## src/hw/rtl/slue_pkg.sv

```systemverilog
`timescale 1ns / 1ps
// Shared types, sizes and codes of the segment list update engine.
// Depends on nothing; every other file imports it.
package slue_pkg;

	localparam int MAX_SEGMENTS = 64;
	localparam int ADDR_W = $clog2(MAX_SEGMENTS);
	localparam int CNT_W = 7;
	localparam int TIME_W = 32;
	localparam int OP_W = 3;
	localparam int STATUS_W = 2;
	localparam int FIELDS_W = CNT_W + 2 * TIME_W;
	localparam int TDATA_W = ((FIELDS_W + 7) / 8) * 8;
	localparam int PAD_W = TDATA_W - FIELDS_W;
	localparam logic [CNT_W-1:0] MAX_COUNT = CNT_W'(MAX_SEGMENTS);

	typedef enum logic [OP_W-1:0] {
		OP_MOVE        = 3'd0,
		OP_INSERT      = 3'd1,
		OP_INSERT_ANTI = 3'd2,
		OP_REMOVE      = 3'd3,
		OP_REMOVE_ANTI = 3'd4,
		OP_READ        = 3'd5
	} op_t;

	typedef enum logic [STATUS_W-1:0] {
		ST_DONE = 2'd0,
		ST_FULL = 2'd1,
		ST_BAD  = 2'd2
	} status_t;

	typedef enum logic [1:0] {
		RK_NONE  = 2'd0,
		RK_POS   = 2'd1,
		RK_SHIFT = 2'd2,
		RK_FIX   = 2'd3
	} rd_kind_t;

	typedef enum logic [2:0] {
		WK_NONE   = 3'd0,
		WK_MOVE   = 3'd1,
		WK_WRAP   = 3'd2,
		WK_ANTI_S = 3'd3,
		WK_ANTI_E = 3'd4,
		WK_COPY   = 3'd5,
		WK_COPY_E = 3'd6
	} wr_kind_t;

	typedef struct packed {
		logic     load_req;
		logic     idx_init;
		logic     idx_step;
		rd_kind_t rd_kind;
		wr_kind_t wr_kind;
		logic     finish;
	} dp_cmd_t;

	typedef struct packed {
		logic [OP_W-1:0] op;
		status_t         status;
		logic            cnt_zero;
		logic            cnt_one;
		logic            shift_more;
	} dp_stat_t;

endpackage

```

## src/hw/rtl/segment_list_update_engine.sv

```systemverilog
`timescale 1ns / 1ps
// Top level of the segment list update engine: stream ports, field packing,
// and the slue_ctrl / slue_dpath pair. Depends on slue_pkg.
//
// Channel   Dir  tuser              tdata (lowest bit up)
// s_*       in   req_type [2:0]     position, start_time, end_time, one pad bit
// m_*       out  status [1:0]       count_after, read_start, read_end, one pad bit
//
// Move and read pass S_DECODE, then S_W_A or S_RD_POS, then S_FINISH; rejects skip to
// S_FINISH from S_DECODE. Insert, insert anti and the remove kinds add an S_SH_RD and
// S_SH_WR step per entry moved, set by the single read and write port of each memory.
// Reset clears the count; the memories are not cleared and need no clearing pass.
// A result waits in an output register while the next request is taken; the engine
// stalls only when a new result is ready and the previous one is still not taken.
module segment_list_update_engine (
	input  logic                                 clk,
	input  logic                                 arst_n,
	input  logic                                 s_tvalid,
	output logic                                 s_tready,
	// req_type
	input  logic [slue_pkg::OP_W-1:0]            s_tuser,
	// position, start_time, end_time, pad
	input  logic [slue_pkg::TDATA_W-1:0]         s_tdata,
	output logic                                 m_tvalid,
	input  logic                                 m_tready,
	// status
	output logic [slue_pkg::STATUS_W-1:0]        m_tuser,
	// count_after, read_start, read_end, pad
	output logic [slue_pkg::TDATA_W-1:0]         m_tdata
);
	import slue_pkg::*;

	dp_cmd_t           cmd;
	dp_stat_t          stat;
	logic [CNT_W-1:0]  count_after;
	logic [TIME_W-1:0] read_start;
	logic [TIME_W-1:0] read_end;

	slue_ctrl u_ctrl (
		.clk      (clk),
		.arst_n   (arst_n),
		.s_tvalid (s_tvalid),
		.s_tready (s_tready),
		.m_tvalid (m_tvalid),
		.m_tready (m_tready),
		.stat     (stat),
		.cmd      (cmd)
	);

	slue_dpath u_dpath (
		.clk         (clk),
		.arst_n      (arst_n),
		.cmd         (cmd),
		.stat        (stat),
		.req_type    (s_tuser),
		.position    (s_tdata[CNT_W-1:0]),
		.start_time  (s_tdata[CNT_W +: TIME_W]),
		.end_time    (s_tdata[CNT_W+TIME_W +: TIME_W]),
		.status      (m_tuser),
		.count_after (count_after),
		.read_start  (read_start),
		.read_end    (read_end)
	);

	assign m_tdata = {{PAD_W{1'b0}}, read_end, read_start, count_after};

endmodule

```

## src/hw/rtl/slue_dpath.sv

```systemverilog
`timescale 1ns / 1ps
// Datapath: request registers, segment count, shift index, segment memories and
// result register. Driven by slue_ctrl through dp_cmd_t; depends on slue_pkg.
module slue_dpath (
	input  logic                           clk,
	input  logic                           arst_n,
	input  slue_pkg::dp_cmd_t              cmd,
	output slue_pkg::dp_stat_t             stat,
	input  logic [slue_pkg::OP_W-1:0]      req_type,
	input  logic [slue_pkg::CNT_W-1:0]     position,
	input  logic [slue_pkg::TIME_W-1:0]    start_time,
	input  logic [slue_pkg::TIME_W-1:0]    end_time,
	output logic [slue_pkg::STATUS_W-1:0]  status,
	output logic [slue_pkg::CNT_W-1:0]     count_after,
	output logic [slue_pkg::TIME_W-1:0]    read_start,
	output logic [slue_pkg::TIME_W-1:0]    read_end
);
	import slue_pkg::*;

	logic [OP_W-1:0]   op_q;
	logic [CNT_W-1:0]  pos_q;
	logic [TIME_W-1:0] ns_q;
	logic [TIME_W-1:0] ne_q;
	logic [CNT_W-1:0]  cnt_q;
	logic [CNT_W-1:0]  idx_q;
	logic [TIME_W-1:0] rd_s_q;
	logic [TIME_W-1:0] rd_e_q;
	logic [TIME_W-1:0] start_mem [MAX_SEGMENTS];
	logic [TIME_W-1:0] end_mem [MAX_SEGMENTS];

	logic [CNT_W:0]    pos_x;
	logic [CNT_W:0]    cnt_x;
	logic [CNT_W:0]    idx_x;
	logic [CNT_W-1:0]  pos_inc;
	logic              p_lt_n;
	logic              p_le_n;
	logic              full;
	logic              wrap;
	logic              shift_up;
	logic              done;
	status_t           st;
	logic [CNT_W-1:0]  idx_start;
	logic [CNT_W-1:0]  cnt_next;
	logic [CNT_W-1:0]  ra;
	logic              rd_en;
	logic [CNT_W-1:0]  wa;
	logic              we_s;
	logic              we_e;
	logic [TIME_W-1:0] wd_s;
	logic [TIME_W-1:0] wd_e;

	assign pos_x    = {1'b0, pos_q};
	assign cnt_x    = {1'b0, cnt_q};
	assign idx_x    = {1'b0, idx_q};
	assign pos_inc  = CNT_W'(pos_x + 1'b1);
	assign p_lt_n   = pos_q < cnt_q;
	assign p_le_n   = pos_q <= cnt_q;
	assign full     = cnt_q >= MAX_COUNT;
	assign wrap     = (pos_x + 1'b1) == cnt_x;
	assign shift_up = (op_q == OP_INSERT) || (op_q == OP_INSERT_ANTI);
	assign done     = st == ST_DONE;

	always_comb begin
		case (op_q)
			OP_MOVE, OP_REMOVE, OP_REMOVE_ANTI, OP_READ: begin
				st = p_lt_n ? ST_DONE : ST_BAD;
			end
			OP_INSERT: begin
				st = full ? ST_FULL : (p_le_n ? ST_DONE : ST_BAD);
			end
			OP_INSERT_ANTI: begin
				if (cnt_q == '0) begin
					st = ST_DONE;
				end else begin
					st = full ? ST_FULL : (p_lt_n ? ST_DONE : ST_BAD);
				end
			end
			default: begin
				st = ST_BAD;
			end
		endcase
	end

	always_comb begin
		stat.op         = op_q;
		stat.status     = st;
		stat.cnt_zero   = cnt_q == '0;
		stat.cnt_one    = cnt_q == CNT_W'(1);
		stat.shift_more = shift_up ? (idx_q > pos_q) : ((idx_x + 1'b1) < cnt_x);
	end

	always_comb begin
		case (op_q)
			OP_INSERT, OP_INSERT_ANTI: begin
				idx_start = cnt_q;
			end
			OP_REMOVE_ANTI: begin
				idx_start = wrap ? '0 : pos_inc;
			end
			default: begin
				idx_start = pos_q;
			end
		endcase
	end

	always_comb begin
		cnt_next = cnt_q;
		if (done) begin
			if (shift_up) begin
				cnt_next = CNT_W'(cnt_x + 1'b1);
			end else if ((op_q == OP_REMOVE) || (op_q == OP_REMOVE_ANTI)) begin
				cnt_next = CNT_W'(cnt_x - 1'b1);
			end
		end
	end

	always_comb begin
		rd_en = 1'b1;
		case (cmd.rd_kind)
			RK_POS: begin
				ra = pos_q;
			end
			RK_SHIFT: begin
				ra = shift_up ? CNT_W'(idx_x - 1'b1) : CNT_W'(idx_x + 1'b1);
			end
			RK_FIX: begin
				ra = wrap ? '0 : pos_inc;
			end
			default: begin
				ra    = pos_q;
				rd_en = 1'b0;
			end
		endcase
	end

	always_comb begin
		wa   = pos_q;
		we_s = 1'b0;
		we_e = 1'b0;
		wd_s = rd_s_q;
		wd_e = rd_e_q;
		case (cmd.wr_kind)
			WK_MOVE: begin
				we_s = 1'b1;
				we_e = 1'b1;
				wd_s = ns_q;
				wd_e = ne_q;
			end
			WK_WRAP: begin
				wa   = '0;
				we_s = 1'b1;
				we_e = 1'b1;
				wd_s = ne_q;
				wd_e = ns_q;
			end
			WK_ANTI_S: begin
				wa   = pos_inc;
				we_s = 1'b1;
				wd_s = ne_q;
			end
			WK_ANTI_E: begin
				we_e = 1'b1;
				wd_e = ns_q;
			end
			WK_COPY: begin
				wa   = idx_q;
				we_s = 1'b1;
				we_e = 1'b1;
			end
			WK_COPY_E: begin
				wa   = wrap ? CNT_W'(cnt_x - 1'b1) : pos_q;
				we_e = 1'b1;
			end
			default: begin
				wa = pos_q;
			end
		endcase
	end

	always_ff @(posedge clk) begin
		if (we_s) begin
			start_mem[wa[ADDR_W-1:0]] <= wd_s;
		end
		if (we_e) begin
			end_mem[wa[ADDR_W-1:0]] <= wd_e;
		end
		if (rd_en) begin
			rd_s_q <= start_mem[ra[ADDR_W-1:0]];
			rd_e_q <= end_mem[ra[ADDR_W-1:0]];
		end
	end

	always_ff @(posedge clk) begin
		if (cmd.load_req) begin
			op_q  <= req_type;
			pos_q <= position;
			ns_q  <= start_time;
			ne_q  <= end_time;
		end
		if (cmd.finish) begin
			status      <= st;
			count_after <= cnt_next;
			read_start  <= (done && (op_q == OP_READ)) ? rd_s_q : '0;
			read_end    <= (done && (op_q == OP_READ)) ? rd_e_q : '0;
		end
	end

	always_ff @(posedge clk or negedge arst_n) begin
		if (!arst_n) begin
			cnt_q <= '0;
			idx_q <= '0;
		end else begin
			if (cmd.finish) begin
				cnt_q <= cnt_next;
			end
			if (cmd.idx_init) begin
				idx_q <= idx_start;
			end else if (cmd.idx_step) begin
				idx_q <= shift_up ? CNT_W'(idx_x - 1'b1) : CNT_W'(idx_x + 1'b1);
			end
		end
	end

endmodule

```

## src/hw/rtl/slue_ctrl.sv

```systemverilog
`timescale 1ns / 1ps
// Controller: sequences each request through read, copy and write steps and
// owns the handshakes. Drives slue_dpath; depends on slue_pkg.
module slue_ctrl (
	input  logic                clk,
	input  logic                arst_n,
	input  logic                s_tvalid,
	output logic                s_tready,
	output logic                m_tvalid,
	input  logic                m_tready,
	input  slue_pkg::dp_stat_t  stat,
	output slue_pkg::dp_cmd_t   cmd
);
	import slue_pkg::*;

	typedef enum logic [9:0] {
		S_IDLE   = 10'b00_0000_0001,
		S_DECODE = 10'b00_0000_0010,
		S_RD_POS = 10'b00_0000_0100,
		S_FIX_RD = 10'b00_0000_1000,
		S_FIX_WR = 10'b00_0001_0000,
		S_SH_RD  = 10'b00_0010_0000,
		S_SH_WR  = 10'b00_0100_0000,
		S_W_A    = 10'b00_1000_0000,
		S_W_B    = 10'b01_0000_0000,
		S_FINISH = 10'b10_0000_0000
	} state_t;

	state_t state_q;
	state_t state_d;
	logic   out_valid_q;
	logic   slot_free;

	assign s_tready  = state_q == S_IDLE;
	assign m_tvalid  = out_valid_q;
	assign slot_free = !out_valid_q || m_tready;

	always_comb begin
		cmd     = '0;
		state_d = state_q;
		case (state_q)
			S_IDLE: begin
				cmd.load_req = s_tvalid;
				if (s_tvalid) begin
					state_d = S_DECODE;
				end
			end
			S_DECODE: begin
				cmd.idx_init = 1'b1;
				if (stat.status != ST_DONE) begin
					state_d = S_FINISH;
				end else begin
					case (stat.op)
						OP_MOVE: begin
							state_d = S_W_A;
						end
						OP_INSERT, OP_REMOVE: begin
							state_d = S_SH_RD;
						end
						OP_INSERT_ANTI: begin
							state_d = stat.cnt_zero ? S_W_A : S_SH_RD;
						end
						OP_REMOVE_ANTI: begin
							state_d = stat.cnt_one ? S_FINISH : S_FIX_RD;
						end
						OP_READ: begin
							state_d = S_RD_POS;
						end
						default: begin
							state_d = S_FINISH;
						end
					endcase
				end
			end
			S_RD_POS: begin
				cmd.rd_kind = RK_POS;
				state_d     = S_FINISH;
			end
			S_FIX_RD: begin
				cmd.rd_kind = RK_FIX;
				state_d     = S_FIX_WR;
			end
			S_FIX_WR: begin
				cmd.wr_kind = WK_COPY_E;
				state_d     = S_SH_RD;
			end
			S_SH_RD: begin
				if (stat.shift_more) begin
					cmd.rd_kind = RK_SHIFT;
					state_d     = S_SH_WR;
				end else if ((stat.op == OP_INSERT) || (stat.op == OP_INSERT_ANTI)) begin
					state_d = S_W_A;
				end else begin
					state_d = S_FINISH;
				end
			end
			S_SH_WR: begin
				cmd.wr_kind  = WK_COPY;
				cmd.idx_step = 1'b1;
				state_d      = S_SH_RD;
			end
			S_W_A: begin
				if (stat.op == OP_INSERT_ANTI) begin
					if (stat.cnt_zero) begin
						cmd.wr_kind = WK_WRAP;
						state_d     = S_FINISH;
					end else begin
						cmd.wr_kind = WK_ANTI_S;
						state_d     = S_W_B;
					end
				end else begin
					cmd.wr_kind = WK_MOVE;
					state_d     = S_FINISH;
				end
			end
			S_W_B: begin
				cmd.wr_kind = WK_ANTI_E;
				state_d     = S_FINISH;
			end
			S_FINISH: begin
				if (slot_free) begin
					cmd.finish = 1'b1;
					state_d    = S_IDLE;
				end
			end
			default: begin
				state_d = S_IDLE;
			end
		endcase
	end

	always_ff @(posedge clk or negedge arst_n) begin
		if (!arst_n) begin
			state_q     <= S_IDLE;
			out_valid_q <= 1'b0;
		end else begin
			state_q <= state_d;
			if (cmd.finish) begin
				out_valid_q <= 1'b1;
			end else if (m_tready) begin
				out_valid_q <= 1'b0;
			end
		end
	end

endmodule

```

## config.mk

```make
export PLATFORM = sky130hd
export DESIGN_NAME = segment_list_update_engine
export DESIGN_NICKNAME = d
export VERILOG_FILES = /design/src/hw/rtl/slue_pkg.sv /design/src/hw/rtl/segment_list_update_engine.sv /design/src/hw/rtl/slue_dpath.sv /design/src/hw/rtl/slue_ctrl.sv
export SDC_FILE = /design/constraint.sdc
export NUM_CORES = 2
export LEC_CHECK = 0
export BUFFER_PORTS_ARGS = -buffer_cell sky130_fd_sc_hd__buf_2
export CORE_UTILIZATION = 45
export CTS_CLUSTER_SIZE = 8
export DETAILED_ROUTE_END_ITERATION = 8
export SKIP_CTS_REPAIR_TIMING = 1
export SYNTH_ARGS = -nofsm -noshare
export SYNTH_HDL_FRONTEND = slang
export SYNTH_HIERARCHICAL = 1
export SYNTH_SLANG_ARGS = --single-unit
```

## constraint.sdc

```tcl
create_clock -name clk -period 11.86 [get_ports clk]
set_clock_uncertainty 0.05 [all_clocks]
set_input_delay 2.372 -clock clk [delete_from_list [all_inputs] [get_ports clk]]
set_output_delay 2.372 -clock clk [all_outputs]
set_load 0.01 [all_outputs]
```

# ---- After elaboration in Yosys (flattened, before gate mapping)
# Memory sizes are Yosys's and may differ from the RTL's. A register that Yosys moved wholly into a read port is not among the register bits.
# Index checks and enable logic that the tools add are counted.
dict set report word_totals {
  register_bits 172
  ram_bits 4096
  word_cells 124
  inputBits 79
  out_inout_bits 76
  memories 2
}
# name words width read_ports rd_ports_with_merged_regs write_ports line
set memory_table {}
lappend memory_table {u_dpath.end_mem 64 32 1 1 1 slue_dpath.sv:29} ;# logic [TIME_W-1:0] end_mem [MAX_SEGMENTS];
lappend memory_table {u_dpath.start_mem 64 32 1 1 1 slue_dpath.sv:28} ;# logic [TIME_W-1:0] start_mem [MAX_SEGMENTS];
dict set report classes {
  reduce_logical 22
  n_mux 50
  addsub 5
  order_cmp 5
  eq_ne 28
}
# operator count
set ops {}
lappend ops {{one-hot mux 32 bit (2 select lines)} 2}
lappend ops {{2-to-1 mux 10 bit} 8}
lappend ops {{one-hot mux 10 bit (8 select lines)} 1}
lappend ops {{one-hot mux 10 bit (5 select lines)} 1}
lappend ops {{2-to-1 mux 7 bit} 7}
lappend ops {{one-hot mux 6 bit (4 select lines)} 1}
lappend ops {{adder 7 x 1 -> 8 bit (second input constant)} 2}
lappend ops {{2-to-1 mux 1 bit} 16}
lappend ops {{equality test 3 bit (second input constant)} 5}
lappend ops {{2-to-1 mux 2 bit} 7}
lappend ops {{one-hot mux 7 bit (2 select lines)} 1}
lappend ops {{subtractor 7 x 1 -> 7 bit (second input constant)} 2}
lappend ops {{equality test 3 x 2 -> 1 bit (second input constant)} 4}
lappend ops {{one-hot mux 2 bit (3 select lines)} 2}
lappend ops {{one-hot mux 3 bit (4 select lines)} 1}
lappend ops {{one-hot mux 6 bit (2 select lines)} 1}
lappend ops {{OR reduction 2 bit} 6}
lappend ops {{equality test 10 x 1 -> 1 bit (second input constant)} 1}
lappend ops {{equality test 10 bit (second input constant)} 1}
lappend ops {{equality test 10 x 2 -> 1 bit (second input constant)} 1}
lappend ops {{equality test 10 x 3 -> 1 bit (second input constant)} 1}
lappend ops {{equality test 10 x 4 -> 1 bit (second input constant)} 1}
lappend ops {{equality test 10 x 5 -> 1 bit (second input constant)} 1}
lappend ops {{equality test 10 x 6 -> 1 bit (second input constant)} 1}
lappend ops {{29 further kinds} 36}

# ---- Depth between registers and ports, before layout
dict set report logic_depth {
  ltp_word 9
  ltp_mapped 29
  mapped_depth_nobuf 23
}

# ---- Modules after synthesis
# Netlist, hierarchy kept.
# mod cells_each seq_area_each_um2 area_per_inst_um2 n_inst
set modules_own_cells {}
lappend modules_own_cells {slue_dpath 11421 129684.4 169440.0 1}
lappend modules_own_cells {slue_ctrl 95 276.5 852.1 1}
lappend modules_own_cells {segment_list_update_engine 2 0.0 11.3 1}

# ---- Worst setup path after synthesis
# OpenSTA, ideal clock, no wires.
dict set report synth_timing {
  path_kind {input to register}
  start {input m_tready}
  end {register u_dpath.cnt_q[1]}
  required_time_ps 11685
  cell_stages 4
  arrival_time_ps 6721
  path_slack_ps 4964
  n_path_buf 1
  path_cell_list {inv_1 a21oi_1 clkbuf_1 mux2_2}
}
# element line
set synth_rtl {}
lappend synth_rtl {{start, declared} segment_list_update_engine.sv:25} ;# input logic m_tready,
lappend synth_rtl {{end signal, assigned} slue_dpath.sv:214} ;# cnt_q <= cnt_next;
lappend synth_rtl {{end, declared} slue_dpath.sv:24} ;# logic [CNT_W-1:0] cnt_q;

==> results.toml <==
[route]
drcViolationCount = 0
wl_um = 484400
drt_iter0_drc = 12954
firstDrtPassIters = 6
drtAntennaViolNets = 0
vias = 102799
vias_per_cell = 6.068
wl_per_cell_um = 28.59

[worst_setup_path]
path_depth = 23
crit_path_end_kind = "flop"
path_delay_family = "compound AO/OA/AOI/OAI gates"
reg2reg_slack_ns = 4.16
worst_path_max_delay_cell = "a21oi_4"
critPathLaunchType = "flop"
worstPathArrival_ns = 8.40
critPathRequiredTime_ns = 12.56
critPathKind = "reg -> reg"
cp_max_fo = 90
crit_top_cell = "o21ai_0"
reg2regPathDepth = 23
endpoint = "u_dpath/rd_e_q[28]$_DFFE_PP_"
r2r_start = "u_dpath/idx_q[0]$_DFFE_PN0P_"
critPathBufInv = 3
worstReg2RegEnd = "u_dpath/rd_e_q[28]$_DFFE_PP_"
path_cells = "inv_1, ha_1, ha_1, a21oi_1, nor2b_1, o21ai_0, nand2b_1, a21oi_1, nor2b_1, o21ai_0, nand3_1, o21ai_0, and4_1, or2_2, nand2b_1, o211a_1, a21oi_4, buf_4, buf_12, mux4_2, a22oi_1, nand4_1, and4_1"
crit_start = "u_dpath/idx_q[0]$_DFFE_PN0P_"
critPathMaxStageDelay_ns = 0.87

[logic_synthesis]
synth-seq-cells = 4332
synth_fp_nets = 11624
async_reset_ff_share_pct = 0.5771
synth_ff_type = "edfxtp_1"
netlist_area_um2 = 170300
seq_area_frac_synth_pct = 76.31
yosysWarnings = 6
syn_inst = 11518
ys_types = 92
synth_edf_count = 4307
avgSynthCellArea_um2 = 14.79

[timing]
period_minus_slack_ns = 7.697
worstMarginPinSlew_ns = 1.366
report.final.slew_viol_count = 0
rsz0062_at_grt = "no"
fin_tns_setup_ns = 0
hold_slack_ns = 0.5345
fmax_ghz = 0.1299
period_share_pct = 64.90
relSlewSlack_pct = 8.640
hold_violations = 0
setup_viol = 0

[global_routing]
grt.overflow.total = 0
grt_pass1_vias = 100555
track_usage_pct = 24.84
antenna_found_initial = 35
grt_max_degree = 185
grt_pass1_wl_um = 690300

[worst_hold_path]
worstHoldPathCells = 1
min_path_type = "reg -> reg"

[layout]
area_delta_synth_final_pct = 14.16
layout-drive-gt1-share_pct = 14.38
most-common-layout-cells = "4307 x edfxtp_1, 2823 x nand2_1, 1789 x nand3_1, 627 x clkbuf_16, 317 x mux4_2"
multiInputGateArea_um2 = 38450
final_nets = 11958
stdcell_count = 16940
layout_commonest_cell = "edfxtp_1"
nFillCells = 30368
regArea_um2 = 130000

[clock_network]
clk_latency_ns = 1.02
cts_buffer_depth = 4
numCtsBuffers = 612
cts.sinks = 4332
path_clk_slew_ns = 0.05
htreeDepth = 6
cts_root_buf = "clkbuf_16"
cts_tree = "done"

[power]
p_per_area_nw_per_um2 = 196.0
p_leak_uw = 0.06381
peakVddDrop_mv = 0.1686

[floorplan]
initial_utilization_pct = 45.28
die_area_um2 = 380900
fp.dieW_um = 617.2
num_rows = 225
pin_count = 155
coreArea_um2 = 376100
die-height_um = 617.2

[placement]
dp_hpwl_um = 260100
gp_congestion = 0.8877
dp_cells = 16232
port_buffers = 152

[run_status]
status = "finished clean"

[job]
maxCapViolCount = 0
==> Yosys cell counts (all sizes together), types with 4 or more instances <==
cell type	instances	area, um^2
nor2	192	740.7
o211ai	4	30.03
a32oi	66	578.1
or2	10	62.56
xnor2	28	245.2
o21ai	80	404.1
clkbuf	335	1257
nor2b	16	100.1
a21oi	41	209.0
mux4	317	7139
edfxtp	4307	129300
mux2i	79	790.8
nand4	197	1232
and2	72	450.4
a22oi	226	1697
nor3	13	87.58
a31oi	202	1264
a21o	6	46.30
dfrtp	24	600.6
nor4	5	61.31
ha	27	337.8
and3	6	38.79
or3	10	67.56
a221oi	9	116.4
nand2	2859	10730
o221ai	10	93.84
nand3	1792	8979
inv	34	127.6
nor3b	4	30.03
mux2	4	45.04
and4	66	578.1
nand2b	10	72.57
o21a	5	37.54
buf	403	2130
xor2	10	95.10
==> routing by layer <==
metal  share of wire (%)  vias up  global-route usage, %  wire length [um]
met1                  40    52621                  33.97            191500
met3                  10      915                  4.980             48480
li1                    -    43916                      -                 -
met4                 4.5        6                  10.99             21870
met5              0.0072        -                      0                35
met2                  46     5341                  38.72            222500
==> power by group <==
group	total, uW	switching [uW]	internal [uW]
logic	5730	4010	1710
registers	17100	156	17000
clock network	15200	5980	9260
total	38100	10200	28000
==> state kept, by name, summed over array words and instances (netlist names), 32 cells and up <==
signal,cells
u_dpath/start_mem,2048
u_dpath/read_end,32
u_dpath/rd_e_q,32
u_dpath/ne_q,32
u_dpath/end_mem,2048
u_dpath/read_start,32
u_dpath/ns_q,32
u_dpath/rd_s_q,32
==> layout make-up <==
type                    instances  area share, %
clock inverters                41         0.2548
repair buffers                458          1.708
diodes                         25        0.03218
flip-flops and latches       4332          66.85
clock buffers                 642          8.104
well taps                    4994          3.214
multi-input cells            6414          19.78
inverters                      34        0.06564
==> kinds of logic after synthesis <==
logic type | synth area share [%]
fa+ha+maj | 0.1984
buf+inv | 2.064
flops | 76.31
compound gates | 2.799
xor+xnor | 0.2131
other cells | 0.002202
simple gates | 13.73
mux | 4.683
==> through the flow <==
step | cell area (um^2) | total power (uW) | util [%] | setup slack (ns)
after global placement | 178100 | 22970 | 47.35 | 4.329
after detailed placement | 178100 | 23070 | 47.35 | 4.364
final | 194400 | 38110 | 51.69 | 4.163
after floorplan | 170300 | 21150 | - | 4.964
after global routing | 194400 | 39290 | 51.68 | 3.861
after CTS | 194400 | 38240 | 51.68 | 4.302
==> worst min-delay path by stage <==
stage / from / to
2_1_floorplan: u_dpath/rd_e_q[0]$_DFFE_PP_ / u_dpath/read_end[0]$_SDFFCE_PN0P_
3_3_place_gp: u_dpath/rd_e_q[10]$_DFFE_PP_ / u_dpath/read_end[10]$_SDFFCE_PN0P_
3_5_place_dp: u_dpath/rd_e_q[10]$_DFFE_PP_ / u_dpath/read_end[10]$_SDFFCE_PN0P_
4_1_cts: u_dpath/rd_e_q[10]$_DFFE_PP_ / u_dpath/read_end[10]$_SDFFCE_PN0P_
5_1_grt: u_dpath/rd_e_q[10]$_DFFE_PP_ / u_dpath/read_end[10]$_SDFFCE_PN0P_
6_report: u_dpath/rd_e_q[10]$_DFFE_PP_ / u_dpath/read_end[10]$_SDFFCE_PN0P_
Note: power is estimated with default switching activity, not from simulation.
